**config.mk**
```make
export PLATFORM = sky130hd
export DESIGN_NAME = solenoid_pulse_sequencer
export DESIGN_NICKNAME = d
export VERILOG_FILES = /design/src/rtl/sps_pkg.sv /design/src/rtl/solenoid_pulse_sequencer.sv /design/src/rtl/sps_ram.sv
export SDC_FILE = /design/constraint.sdc
export NUM_CORES = 1
export LEC_CHECK = 0
export BUFFER_PORTS_ARGS = -buffer_cell sky130_fd_sc_hd__buf_2
export CAP_MARGIN = 20
export CELL_PAD_IN_SITES_DETAIL_PLACEMENT = 1
export CELL_PAD_IN_SITES_GLOBAL_PLACEMENT = 2
export CORE_MARGIN = 8
export CORE_UTILIZATION = 39
export DETAILED_ROUTE_END_ITERATION = 6
export PLACE_DENSITY = 0.77
export SLEW_MARGIN = 20
export SYNTH_ARGS = -nofsm -noshare
export SYNTH_HDL_FRONTEND = slang
export SYNTH_SLANG_ARGS = --single-unit
```
**constraint.sdc**
```tcl
create_clock -name clk -period 6.5 [get_ports clk]
set_clock_uncertainty 0.2 [all_clocks]
set_input_delay 1.625 -clock clk [delete_from_list [all_inputs] [get_ports clk]]
set_output_delay 1.625 -clock clk [all_outputs]
set_load 0.005 [all_outputs]
```
**src/rtl/sps_pkg.sv**
```systemverilog
`default_nettype none
// ----------------------------------------------------------------------------
// sps_pkg: shared types and codes of the solenoid pulse sequencer
// Command codes, register indexes, payload structs and the default queue depth.
// ----------------------------------------------------------------------------
package sps_pkg;

	localparam int QUEUE_DEPTH_DEF = 8;

	localparam int CFG_IDX_W  = 2;
	localparam int CFG_DATA_W = 16;
	localparam int TICK_W     = 16;

	localparam logic [1:0] CMD_TICK    = 2'd0;
	localparam logic [1:0] CMD_ON      = 2'd1;
	localparam logic [1:0] CMD_OFF     = 2'd2;
	localparam logic [1:0] CMD_INV_DIR = 2'd3;

	localparam logic [1:0] DIR_NONE    = 2'd0;
	localparam logic [1:0] DIR_INVALID = 2'd3;

	localparam logic [CFG_IDX_W-1:0] REG_ON_TIME      = 2'd0;
	localparam logic [CFG_IDX_W-1:0] REG_TWO_POINT    = 2'd1;
	localparam logic [CFG_IDX_W-1:0] REG_QUEUE_ENABLE = 2'd2;

	typedef struct packed {
		logic [1:0]        cmd;
		logic [TICK_W-1:0] delay;
		logic [1:0]        direction;
	} in_item_t;

	typedef struct packed {
		logic       coil_on;
		logic [1:0] coil_dir;
		logic       off_event;
		logic       error;
	} out_item_t;

	typedef struct packed {
		logic [TICK_W-1:0] delay;
		logic [1:0]        dir;
	} queue_entry_t;

	typedef struct packed {
		logic              coil;
		logic [1:0]        active_dir;
		logic [TICK_W-1:0] on_left;
		logic              on_running;
	} coil_st_t;

endpackage
`default_nettype wire

```
**src/rtl/solenoid_pulse_sequencer.sv**
```systemverilog
`default_nettype none
// ----------------------------------------------------------------------------
// solenoid_pulse_sequencer: solenoid driver command sequencer
// Tick, on, off and invalidate-direction commands drive coil state, a delay
// counter, an on-time counter and a queue of delayed on requests.
// ----------------------------------------------------------------------------
// One command enters per clock; its result passes through an input register,
// one pass of counter and queue logic, and a result register. Commands stream
// back to back at one per cycle; the input side stalls only while the result
// register is full and the output stalls. Pending on requests wait in a
// QUEUE_DEPTH-entry RAM whose head entry is read in the cycle before its use,
// with a forward path for an entry written that same cycle.
// Write configuration only while no command is in flight.
module solenoid_pulse_sequencer #(
	parameter int QUEUE_DEPTH = sps_pkg::QUEUE_DEPTH_DEF
) (
	input  wire logic                           clk,
	input  wire logic                           arst_n,
	input  wire logic                           cfg_we,
	input  wire logic [sps_pkg::CFG_IDX_W-1:0]  cfg_index,
	input  wire logic [sps_pkg::CFG_DATA_W-1:0] cfg_data,
	input  wire logic                           in_valid,
	output logic                                in_stall,
	input  wire sps_pkg::in_item_t              in_data,
	output logic                                out_valid,
	input  wire logic                           out_stall,
	output sps_pkg::out_item_t                  out_data
);

	import sps_pkg::*;

	localparam int QAW = (QUEUE_DEPTH > 1) ? $clog2(QUEUE_DEPTH) : 1;
	localparam int QCW = $clog2(QUEUE_DEPTH + 1);
	localparam int TW  = TICK_W + QCW;
	localparam int EW  = $bits(queue_entry_t);

	localparam logic [QAW-1:0] HEAD_LAST = QAW'(QUEUE_DEPTH - 1);
	localparam logic [QCW-1:0] COUNT_MAX = QCW'(QUEUE_DEPTH);
	localparam logic [QAW:0]   DEPTH_W   = (QAW + 1)'(QUEUE_DEPTH);

	function automatic coil_st_t energize(coil_st_t s, logic [1:0] dir, logic tp,
		logic [TICK_W-1:0] ot);
		coil_st_t r;
		r = s;
		if (!(tp && dir == s.active_dir)) begin
			r.active_dir = dir;
			r.coil       = 1'b1;
			if (ot != '0) begin
				r.on_left    = ot;
				r.on_running = 1'b1;
			end
		end
		return r;
	endfunction

	// configuration
	logic [TICK_W-1:0] on_time_q;
	logic              two_point_q;
	logic              queue_enable_q;

	// pipeline
	logic      s1_valid_q, s2_valid_q;
	in_item_t  item_s1;
	out_item_t result_s2;
	logic      adv;

	// sequencer state
	coil_st_t          cst_q, cst_d;
	logic [1:0]        pending_dir_q, pending_dir_d;
	logic [TICK_W-1:0] delay_left_q, delay_left_d;
	logic              delay_running_q, delay_running_d;
	logic [QAW-1:0]    head_q, head_d;
	logic [QCW-1:0]    count_q, count_d;
	logic [TW-1:0]     total_q, total_d;

	// queue storage
	logic           q_we;
	logic [QAW-1:0] q_waddr;
	queue_entry_t   q_wdata, q_rdata, head_entry, fwd_q;
	logic           fwd_sel_q;
	logic [EW-1:0]  ram_rdata;
	out_item_t      result_d;

	assign adv      = s1_valid_q && (!s2_valid_q || !out_stall);
	assign in_stall = s1_valid_q && s2_valid_q && out_stall;

	always_ff @(posedge clk or negedge arst_n) begin
		if (!arst_n) begin
			on_time_q      <= '0;
			two_point_q    <= 1'b0;
			queue_enable_q <= 1'b0;
		end else if (cfg_we) begin
			unique case (cfg_index)
				REG_ON_TIME:      on_time_q      <= cfg_data[TICK_W-1:0];
				REG_TWO_POINT:    two_point_q    <= cfg_data[0];
				REG_QUEUE_ENABLE: queue_enable_q <= cfg_data[0];
				default: ;
			endcase
		end
	end

	always_ff @(posedge clk or negedge arst_n) begin
		if (!arst_n) begin
			s1_valid_q <= 1'b0;
			s2_valid_q <= 1'b0;
		end else begin
			if (in_valid && !in_stall) begin
				s1_valid_q <= 1'b1;
			end else if (adv) begin
				s1_valid_q <= 1'b0;
			end
			if (adv) begin
				s2_valid_q <= 1'b1;
			end else if (!out_stall) begin
				s2_valid_q <= 1'b0;
			end
		end
	end

	always_ff @(posedge clk) begin
		if (in_valid && !in_stall) begin
			item_s1 <= in_data;
		end
		if (adv) begin
			result_s2 <= result_d;
		end
	end

	assign out_valid = s2_valid_q;
	assign out_data  = result_s2;

	assign q_rdata    = queue_entry_t'(ram_rdata);
	assign head_entry = fwd_sel_q ? fwd_q : q_rdata;

	always_comb begin
		logic [1:0]        dir;
		logic [TICK_W-1:0] cnt_dec;
		logic [TW:0]       pend;
		logic [TICK_W-1:0] rel;
		logic [QAW+1:0]    wsum;
		logic              off_ev;
		logic              err;

		cst_d           = cst_q;
		pending_dir_d   = pending_dir_q;
		delay_left_d    = delay_left_q;
		delay_running_d = delay_running_q;
		head_d          = head_q;
		count_d         = count_q;
		total_d         = total_q;
		q_we            = 1'b0;
		off_ev          = 1'b0;
		err             = 1'b0;
		cnt_dec         = '0;

		dir     = (item_s1.direction == DIR_INVALID) ? DIR_NONE : item_s1.direction;
		pend    = (TW + 1)'(delay_left_q) + (TW + 1)'(total_q);
		rel     = ((TW + 1)'(item_s1.delay) >= pend)
			? TICK_W'((TW + 1)'(item_s1.delay) - pend) : '0;
		wsum    = (QAW + 2)'(head_q) + (QAW + 2)'(count_q);
		q_waddr = (wsum >= (QAW + 2)'(DEPTH_W))
			? QAW'(wsum - (QAW + 2)'(DEPTH_W)) : QAW'(wsum);
		q_wdata = '{delay: rel, dir: dir};

		unique case (item_s1.cmd)
			CMD_TICK: begin
				// on-time counter first, then the delay counter
				if (cst_q.on_running) begin
					cst_d.on_left = (cst_q.on_left != '0) ? cst_q.on_left - 1'b1 : '0;
					if (cst_d.on_left == '0) begin
						cst_d.on_running = 1'b0;
						cst_d.coil       = 1'b0;
						off_ev           = 1'b1;
					end
				end
				if (delay_running_q) begin
					cnt_dec      = (delay_left_q != '0) ? delay_left_q - 1'b1 : '0;
					delay_left_d = cnt_dec;
					if (cnt_dec == '0) begin
						delay_running_d = 1'b0;
						cst_d = energize(cst_d, pending_dir_q, two_point_q, on_time_q);
						if (queue_enable_q && count_q != '0) begin
							// pop the head entry and apply it as a fresh request
							head_d  = (head_q == HEAD_LAST) ? '0 : head_q + 1'b1;
							count_d = count_q - 1'b1;
							total_d = (total_q >= TW'(head_entry.delay))
								? total_q - TW'(head_entry.delay) : '0;
							if (head_entry.delay == '0) begin
								cst_d = energize(cst_d, head_entry.dir, two_point_q, on_time_q);
							end else begin
								pending_dir_d   = head_entry.dir;
								delay_left_d    = head_entry.delay;
								delay_running_d = 1'b1;
							end
						end
					end
				end
			end
			CMD_ON: begin
				if (queue_enable_q && delay_running_q) begin
					if (count_q >= COUNT_MAX) begin
						err = 1'b1;
					end else begin
						q_we    = 1'b1;
						count_d = count_q + 1'b1;
						total_d = total_q + TW'(rel);
					end
				end else if (item_s1.delay == '0) begin
					cst_d = energize(cst_q, dir, two_point_q, on_time_q);
				end else begin
					pending_dir_d   = dir;
					delay_left_d    = item_s1.delay;
					delay_running_d = 1'b1;
				end
			end
			CMD_OFF: begin
				if (cst_q.coil) begin
					cst_d.on_running = 1'b0;
					cst_d.on_left    = '0;
					cst_d.coil       = 1'b0;
				end
			end
			CMD_INV_DIR: begin
				cst_d.active_dir = DIR_NONE;
			end
			default: ;
		endcase

		result_d.coil_on   = cst_d.coil;
		result_d.coil_dir  = cst_d.coil ? cst_d.active_dir : DIR_NONE;
		result_d.off_event = off_ev;
		result_d.error     = err;
	end

	always_ff @(posedge clk or negedge arst_n) begin
		if (!arst_n) begin
			cst_q           <= '0;
			pending_dir_q   <= DIR_NONE;
			delay_left_q    <= '0;
			delay_running_q <= 1'b0;
			head_q          <= '0;
			count_q         <= '0;
			total_q         <= '0;
			fwd_sel_q       <= 1'b0;
		end else begin
			if (adv) begin
				cst_q           <= cst_d;
				pending_dir_q   <= pending_dir_d;
				delay_left_q    <= delay_left_d;
				delay_running_q <= delay_running_d;
				head_q          <= head_d;
				count_q         <= count_d;
				total_q         <= total_d;
			end
			// forward an entry written at the address being read
			fwd_sel_q <= adv && q_we && (q_waddr == (adv ? head_d : head_q));
		end
	end

	always_ff @(posedge clk) begin
		fwd_q <= q_wdata;
	end

	sps_ram #(
		.WIDTH (EW),
		.DEPTH (QUEUE_DEPTH),
		.AW    (QAW)
	) u_queue_ram (
		.clk   (clk),
		.we    (adv && q_we),
		.waddr (q_waddr),
		.wdata (EW'(q_wdata)),
		.raddr (adv ? head_d : head_q),
		.rdata (ram_rdata)
	);

endmodule
`default_nettype wire

```
**src/rtl/sps_ram.sv**
```systemverilog
`default_nettype none
// ----------------------------------------------------------------------------
// sps_ram: generic single-write, single-read RAM
// One write port and one read port; read data is registered.
// ----------------------------------------------------------------------------
module sps_ram #(
	parameter int WIDTH = 18,
	parameter int DEPTH = 8,
	parameter int AW    = (DEPTH > 1) ? $clog2(DEPTH) : 1
) (
	input  wire logic             clk,
	input  wire logic             we,
	input  wire logic [AW-1:0]    waddr,
	input  wire logic [WIDTH-1:0] wdata,
	input  wire logic [AW-1:0]    raddr,
	output logic      [WIDTH-1:0] rdata
);

	logic [WIDTH-1:0] mem_q [DEPTH];

	always_ff @(posedge clk) begin
		if (we) begin
			mem_q[waddr] <= wdata;
		end
		rdata <= mem_q[raddr];
	end

endmodule
`default_nettype wire
```
==> summary.txt, run 1 <==
Status
  • Outcome: complete, no violations

Worst hold path
  • Hold depth: 1
  • Hold EP: out_valid
  • Worst Hold Class: register to register
  • Worst Hold Launch: s1_valid_q

Layout
  • Share of cells above drive strength 1: 14.7%
  • Diodes inserted: 0
  • Final nets: 1645
  • P&R area growth vs syn: 13.3%
  • Fin cells: 2078

Route
  • DRC violations left: 0
  • Vias/cell: 5.64
  • Met2 WL: 21.5 mm
  • DR pass1 iterations: 4
  • Top Metal Used: met4
  • Initial drt markers: 526
  • Met3 wire len: 1.48 mm
  • Antenna viol nets, final: 0
  • DR WL/cell: 21.9 um
  • Final wirelength: 45.6 mm
  • Routed via count: 11.7k
  • Metal1 wirelength: 21.6 mm

Timing
  • Slew @ Worst Pin: 1.04 ns
  • Fin crit share: 94.8%
  • RSZ-0062 raised after global routing: no
  • Max_slew headroom: 30.6%
  • Final Hold Fails: 0
  • TNS Setup: 0 ns
  • Fmax: 162 MHz
  • Final setup violating endpoints: 0
  • Tmin final: 6.16 ns
  • Max Slew Vio Count: 0

Synth
  • Area share of fa/ha/maj cells after synthesis: 6.62%
  • Post-synthesis xor/xnor area fraction: 3.79%
  • Post-synth EDFFs: 169
  • Sequential share of the synthesized area: 49.3%
  • Post-synthesis mux area share: 11.4%
  • Top FF cell, synth: edfxtp_1
  • Register bit count reported by yosys: 292
  • Combinational family with the most area after synthesis: compound AO/OA/AOI/OAI gates
  • Cell count after synthesis: 1449
  • Simple-gate share of the synthesized area: 11.5%
  • Syn avg cell area: 11.2 um2
  • Synth top area cells: edfxtp_1, dfrtp_1, mux2i_1
  • Syn_nets: 1574
  • Post-synthesis compound-gate area fraction: 14.2%
  • Area fraction of the dominant cell type after synthesis: 31.4%
  • Asr flop ratio synth: 29.8%
  • Yosys top cell by area: edfxtp_1
  • Unique cell type count in the Yosys netlist: 83
  • YS warnings: 0
  • Mapped cell area: 16200 um2

Global route
  • Vias in the first global route: 12.3k
  • Total congestion overflow: 0
  • First-pass GRT wire length: 71.0 mm
  • Largest net degree at the start of global routing: 49
  • Initial antenna violation count: 0
  • Gr usage total: 18.9%

Clock tree
  • Clock buffer depth: 3
  • CTS tree: done
  • Worst-path clk slew: 0.06 ns
  • Insertion delay to the later sink of the worst-skew pair: 0.56 ns
  • Clock buffer count from CTS: 34
  • CTS Sinks: 292
  • Root Buffer: clkbuf_16
  • H-tree depth: 2

Worst setup path
  • Worst R2R Path Depth: 30
  • Crit. End Element: register
  • Most frequent CP cell: a21o_1
  • Worst r2r dst: total_q[18]
  • Max FO, Critical Path: 5
  • CP max stage delay: 0.39 ns
  • Crit-path slowest cell: fa_1
  • Worst Path Arrival: 6.39 ns
  • RR Startpoint: total_q[0]
  • Crit path kind: register to register
  • R2r setup slk: 0.34 ns
  • Crit start category: register
  • Worst EP required: 6.73 ns

Place
  • Post-detail-place hpwl: 33.4 mm
  • RePlAce Congestion: 0.849
  • PortBufs: 49
  • Cells after DPL: 2014

Floorplan
  • Full die area: 48300 um2
  • Core Area: 40900 um2
  • Starting density of the core: 39.5%
  • Die W: 220 um
  • I/O pins: 50
  • Die Height: 220 um
  • Rows: 74

Pwr
  • Power per Cell Area: 441 nW/um2
  • Total power: 8.08 mW
  • Peak supply drop: 228 uV
  • Total leakage power: 7.61 nW

Run
  • # Max-Cap Violations: 0
## per-stage QoR
| step | area (um2) | hold WS, ns | utilization, % | setup slack, ns |
|---|---|---|---|---|
| after detailed placement | 17100 | 0.297 | 41.9 | -0.188 |
| after CTS | 18200 | 0.306 | 44.5 | 0.0823 |
| after global placement | 17100 | 0.272 | 41.9 | -0.0646 |
| final | 18300 | 0.297 | 44.8 | 0.337 |
| after floorplan | 16200 | 0.257 | - | 0.299 |
| after global routing | 18300 | 0.348 | 44.8 | 0.00596 |
## final cells by class
cell class              instances  area, um2
well taps                     532        666
repair buffers                 91        588
clock inverters                17        140
clock buffers                  45        943
multi-input cells            1049       7820
flip-flops and latches        292       7970
inverters                      52        198
fillers                      4447      22600
## critical path: cells and delay by family (launching register included)
family | cells | cell delay [ns]
buffers and inverters | 2 | 0.21
adders and majority gates | 4 | 1.28
DFF | 1 | 0.38
AOI/OAI and AO/OA | 18 | 3.23
and+or+nand+nor | 5 | 0.61
xor gates and xnor gates | 1 | 0.15
## kinds of logic after synthesis
logic type | Yosys count
AO/OA/AOI/OAI | 348
XOR/XNOR | 70
adder cells (fa/ha/maj) | 82
buffers and inverters | 108
flip-flops | 292
multiplexers | 177
AND/OR/NAND/NOR | 372
## worst max path at each step
stage / to / cells after the start / startpoint / slack (ns)
final: total_q[18] / 30 / total_q[0] / 0.34
after global routing: total_q[17] / 31 / total_q[0] / 0.006
after CTS: total_q[18] / 29 / total_q[0] / 0.08
after detailed placement: total_q[19] / 28 / total_q[0] / -0.19
after global placement: total_q[17] / 28 / total_q[0] / -0.06
after floorplan: total_q[17] / 31 / delay_left_q[0] / 0.30
## repair_timing
item / CTS / global route
hold buffers: 0 / 0
resized for setup: 5 / 20
pin swaps: 0 / 5
endpoints found under the setup margin: 8 / 14
setup buffers: 0 / 2
## layout by cell type (no fill, tap or decap), types with 8 or more instances in the layout
cell       synthesis  final
ha_1              76     75
nor2_1            85     80
dfxtp_1           36     36
mux2_1             9      9
o21bai_1           9      9
a21oi_1           76     73
nor3_1            43     38
a221o_1           12     12
o22ai_1            8      8
xnor2_1           45     45
o21ai_1           13     16
nor2b_1           10      9
nor4_1            24     24
a21o_1            29     29
nand3_1           20     19
a211oi_1          10      8
clkbuf_16          0     35
xor2_1            25     25
dfrtp_1           87     87
buf_4              1     41
o21a_1             8      8
a22oi_1            9      9
or3_1             18     18
mux2i_1          132    132
mux2_2            34     34
inv_1             49     49
nand4_1           16     16
o221ai_1          10     10
a31oi_1           10     10
nand2_1           95     94
o21ai_0           96     91
o211ai_1           8      8
edfxtp_1         169    169
buf_2              6     48
nand2b_1          15     15
## registers in the layout, indices dropped and copies added (netlist names)
name / count
delay_running_q: 1
u_queue_ram.rdata: 18
queue_enable_q: 1
two_point_q: 1
fwd_q: 18
on_time_q: 16
count_q: 4
pending_dir_q: 2
s1_valid_q: 1
total_q: 20
delay_left_q: 16
u_queue_ram.mem_q: 144
fwd_sel_q: 1
cst_q: 20
item_s1: 20
out_valid: 1
head_q: 3
out_data: 5
## cell usage after synthesis, types with 12 or more instances
cell type / n
mux2i_1: 132
nand2b_1: 15
xnor2_1: 45
ha_1: 76
nor2_1: 85
a221o_1: 12
nor4_1: 24
edfxtp_1: 169
o21ai_0: 96
xor2_1: 25
o21ai_1: 13
dfxtp_1: 36
mux2_2: 34
clkbuf_1: 37
nand2_1: 95
a21o_1: 29
nor3_1: 43
dfrtp_1: 87
nand4_1: 16
or3_1: 18
a21oi_1: 76
inv_1: 49
nand3_1: 20
## per-layer routing
metal | track usage, % | vias up
met3 | 2.99 | 60
met2 | 31.8 | 201
met4 | 4.93 | 0
met5 | 0 | -
met1 | 25.3 | 5857
li1 | - | 5610
## power by group
group          total, mW  internal (mW)  switching (mW)
logic               3.66           1.57            2.08
registers           2.56           2.19           0.371
clock network       1.86           1.07           0.786
total               8.08           4.84            3.24
Note: power is estimated with default switching activity, not from simulation.
==> run 2: changes to the inputs <==
--- a/config.mk
+++ b/config.mk
@@ -5,13 +5,13 @@
 export SDC_FILE = /design/constraint.sdc
 export NUM_CORES = 1
 export LEC_CHECK = 0
-export BUFFER_PORTS_ARGS = -buffer_cell sky130_fd_sc_hd__buf_2
 export CAP_MARGIN = 20
 export CELL_PAD_IN_SITES_DETAIL_PLACEMENT = 1
 export CELL_PAD_IN_SITES_GLOBAL_PLACEMENT = 2
 export CORE_MARGIN = 8
-export CORE_UTILIZATION = 39
+export CORE_UTILIZATION = 40
 export DETAILED_ROUTE_END_ITERATION = 6
+export DONT_BUFFER_PORTS = 1
 export PLACE_DENSITY = 0.77
 export SLEW_MARGIN = 20
 export SYNTH_ARGS = -nofsm -noshare
==> summary.txt, run 2 (synthesized netlist as in run 1, its figures left out) <==
Global route
  • Total congestion overflow: 0
  • Gr usage total: 19.4%
  • Initial antenna violation count: 4
  • Vias in the first global route: 12.3k
  • Largest net degree at the start of global routing: 88
  • First-pass GRT wire length: 72.1 mm

Floorplan
  • I/O pins: 50
  • Full die area: 47100 um2
  • Starting density of the core: 40.6%
  • Die W: 217 um
  • Rows: 73
  • Core Area: 39800 um2
  • Die Height: 217 um

Layout
  • Util after Layout: 45.8%
  • Final nets: 1599
  • Footprint of the multi-input gates: 7860 um2
  • Reg with most FFs: u_queue_ram.mem_q
  • Fill count: 4311
  • Most frequent cells in the layout: edfxtp_1, mux2i_1, nand2_1, o21ai_0, dfrtp_1
  • Fin cells: 2030
  • Register Area: 7970 um2
  • P&R area growth vs syn: 12.7%
  • Commonest non-fill, non-tap cell in the layout: edfxtp_1
  • Max FFs per register: 144
  • Share of cells above drive strength 1: 13.0%

Pwr
  • Switch Pwr: 3.33 mW
  • Peak supply drop: 359 uV
  • Clock power frac: 23.9%
  • Combinational power share: 45.2%
  • Total power: 8.29 mW
  • Total leakage power: 7.48 nW
  • Net Sw Frac: 40.2%
  • Reg power frac: 30.9%
  • Power per Cell Area: 455 nW/um2
  • Cell-internal power: 4.96 mW

Worst setup path
  • Worst EP required: 6.71 ns
  • CP max stage delay: 0.47 ns
  • Worst R2R Path Depth: 29
  • Max FO, Critical Path: 12
  • Crit path kind: register to register
  • Crit-path slowest cell: fa_1
  • Crit start category: register
  • Most frequent CP cell: a21o_1
  • Crit. End Element: register
  • Worst Path Arrival: 6.37 ns

Route
  • DRC violations left: 0
  • Routed via count: 11.6k
  • DR pass1 iterations: 5
  • Initial drt markers: 602
  • DR WL/cell: 22.7 um
  • Vias/cell: 5.71
  • Top Metal Used: met5
  • Metal1 wirelength: 21.6 mm
  • Met3 wire len: 2.08 mm
  • Met2 WL: 21.4 mm
  • Antenna viol nets, final: 0
  • Final wirelength: 46.0 mm

Timing
  • Tmin final: 6.16 ns
  • Final setup violating endpoints: 0
  • Fmax: 162 MHz
  • Slew @ Worst Pin: 1.06 ns
  • Final Hold Fails: 0
  • Max Slew Vio Count: 0
  • Fin crit share: 94.7%
  • Max_slew headroom: 29.4%

Clock tree
  • Insertion delay to the later sink of the worst-skew pair: 0.56 ns
  • CTS Sinks: 292
  • Clock buffer count from CTS: 35
  • Worst-path clk slew: 0.06 ns
  • CTS tree: done
  • Clock buffer depth: 3
  • Root Buffer: clkbuf_16
  • H-tree depth: 2

Worst hold path
  • Hold depth: 1
  • Worst Hold Class: register to register

Place
  • Cells after DPL: 1957
  • RePlAce Congestion: 0.904
  • PortBufs: 0
  • Post-detail-place hpwl: 33.4 mm

Run
  • # Max-Cap Violations: 0

Status
  • Outcome: complete, no violations
==> run 2: cell count changes in the layout (fill, tap and decap cells not counted), sizes merged <==
cell	delta
clkinvlp	+2
buf	-47
diode	+4
inv	-2
clkinv	+3
bufinv	+2
clkbuf	-3
==> run 2: repair_timing <==
action                     in CTS  in global routing
setup endpoints to repair       9                 14
setup buffers                   0                  5
pin swaps                       0                  6
gates resized for setup         9                 29
hold buffers                    0                  0
==> run 2: area by class of cell <==
cell class,instances,area share [%]
Clock inverter,22,1.26
Inverter,52,1.08
Timing Repair Buffer,44,1.97
Tap cell,525,3.60
Sequential cell,292,43.7
Clock buffer,42,5.17
Antenna cell,4,0.0549
Multi-Input combinational cell,1049,43.1
==> run 2: worst paths after layout <==
path / startpoint / end / slack [ns]
setup reg to reg: delay_left_q[1] / total_q[17] / 0.34
max in group asynchronous: arst_n / delay_left_q[8] / 5.40
min in group asynchronous: arst_n / total_q[5] / 0.57
hold / removal: s1_valid_q / out_valid / 0.29
hold reg to reg: s1_valid_q / out_valid / 0.29
setup / recovery: delay_left_q[1] / total_q[17] / 0.34
==> run 2: power groups by stage <==
stage / Combinational, mW / Sequential [mW] / Clock (mW)
finish: 3.75 / 2.56 / 1.98
detailed placement: 3.55 / 2.59 / 0
floorplan: 2.76 / 2.41 / 0
global route: 4.17 / 2.60 / 2.10
global placement: 3.48 / 2.58 / 0
CTS: 3.59 / 2.55 / 2.04
==> run 2: layer usage <==
metal | global-route usage [%] | vias up
met4 | 4.94 | 2
met3 | 3.61 | 56
met2 | 32.0 | 234
met1 | 26.2 | 5798
met5 | 0 | -
li1 | - | 5510
==> run 2: worst max-delay path: cells and delay by family, from the launching register on <==
kind	cells	cell delay [ns]
compound gates	17	3.07
xor+xnor	1	0.09
fa+ha+maj	3	1.15
buf+inv	2	0.28
flops	1	0.43
simple gates	6	0.81
==> run 2: per-stage QoR <==
stage / setup slack, ns / hold WS, ns / setup TNS, ns / area [um2]
after floorplan: 0.299 / 0.257 / 0 / 16200
after global placement: -0.0946 / 0.273 / -0.174 / 16900
after detailed placement: -0.276 / 0.292 / -1.34 / 16900
after CTS: 0.0160 / 0.292 / 0 / 18100
after global routing: -0.0122 / 0.335 / -0.0122 / 18200
final: 0.343 / 0.292 / 0 / 18200
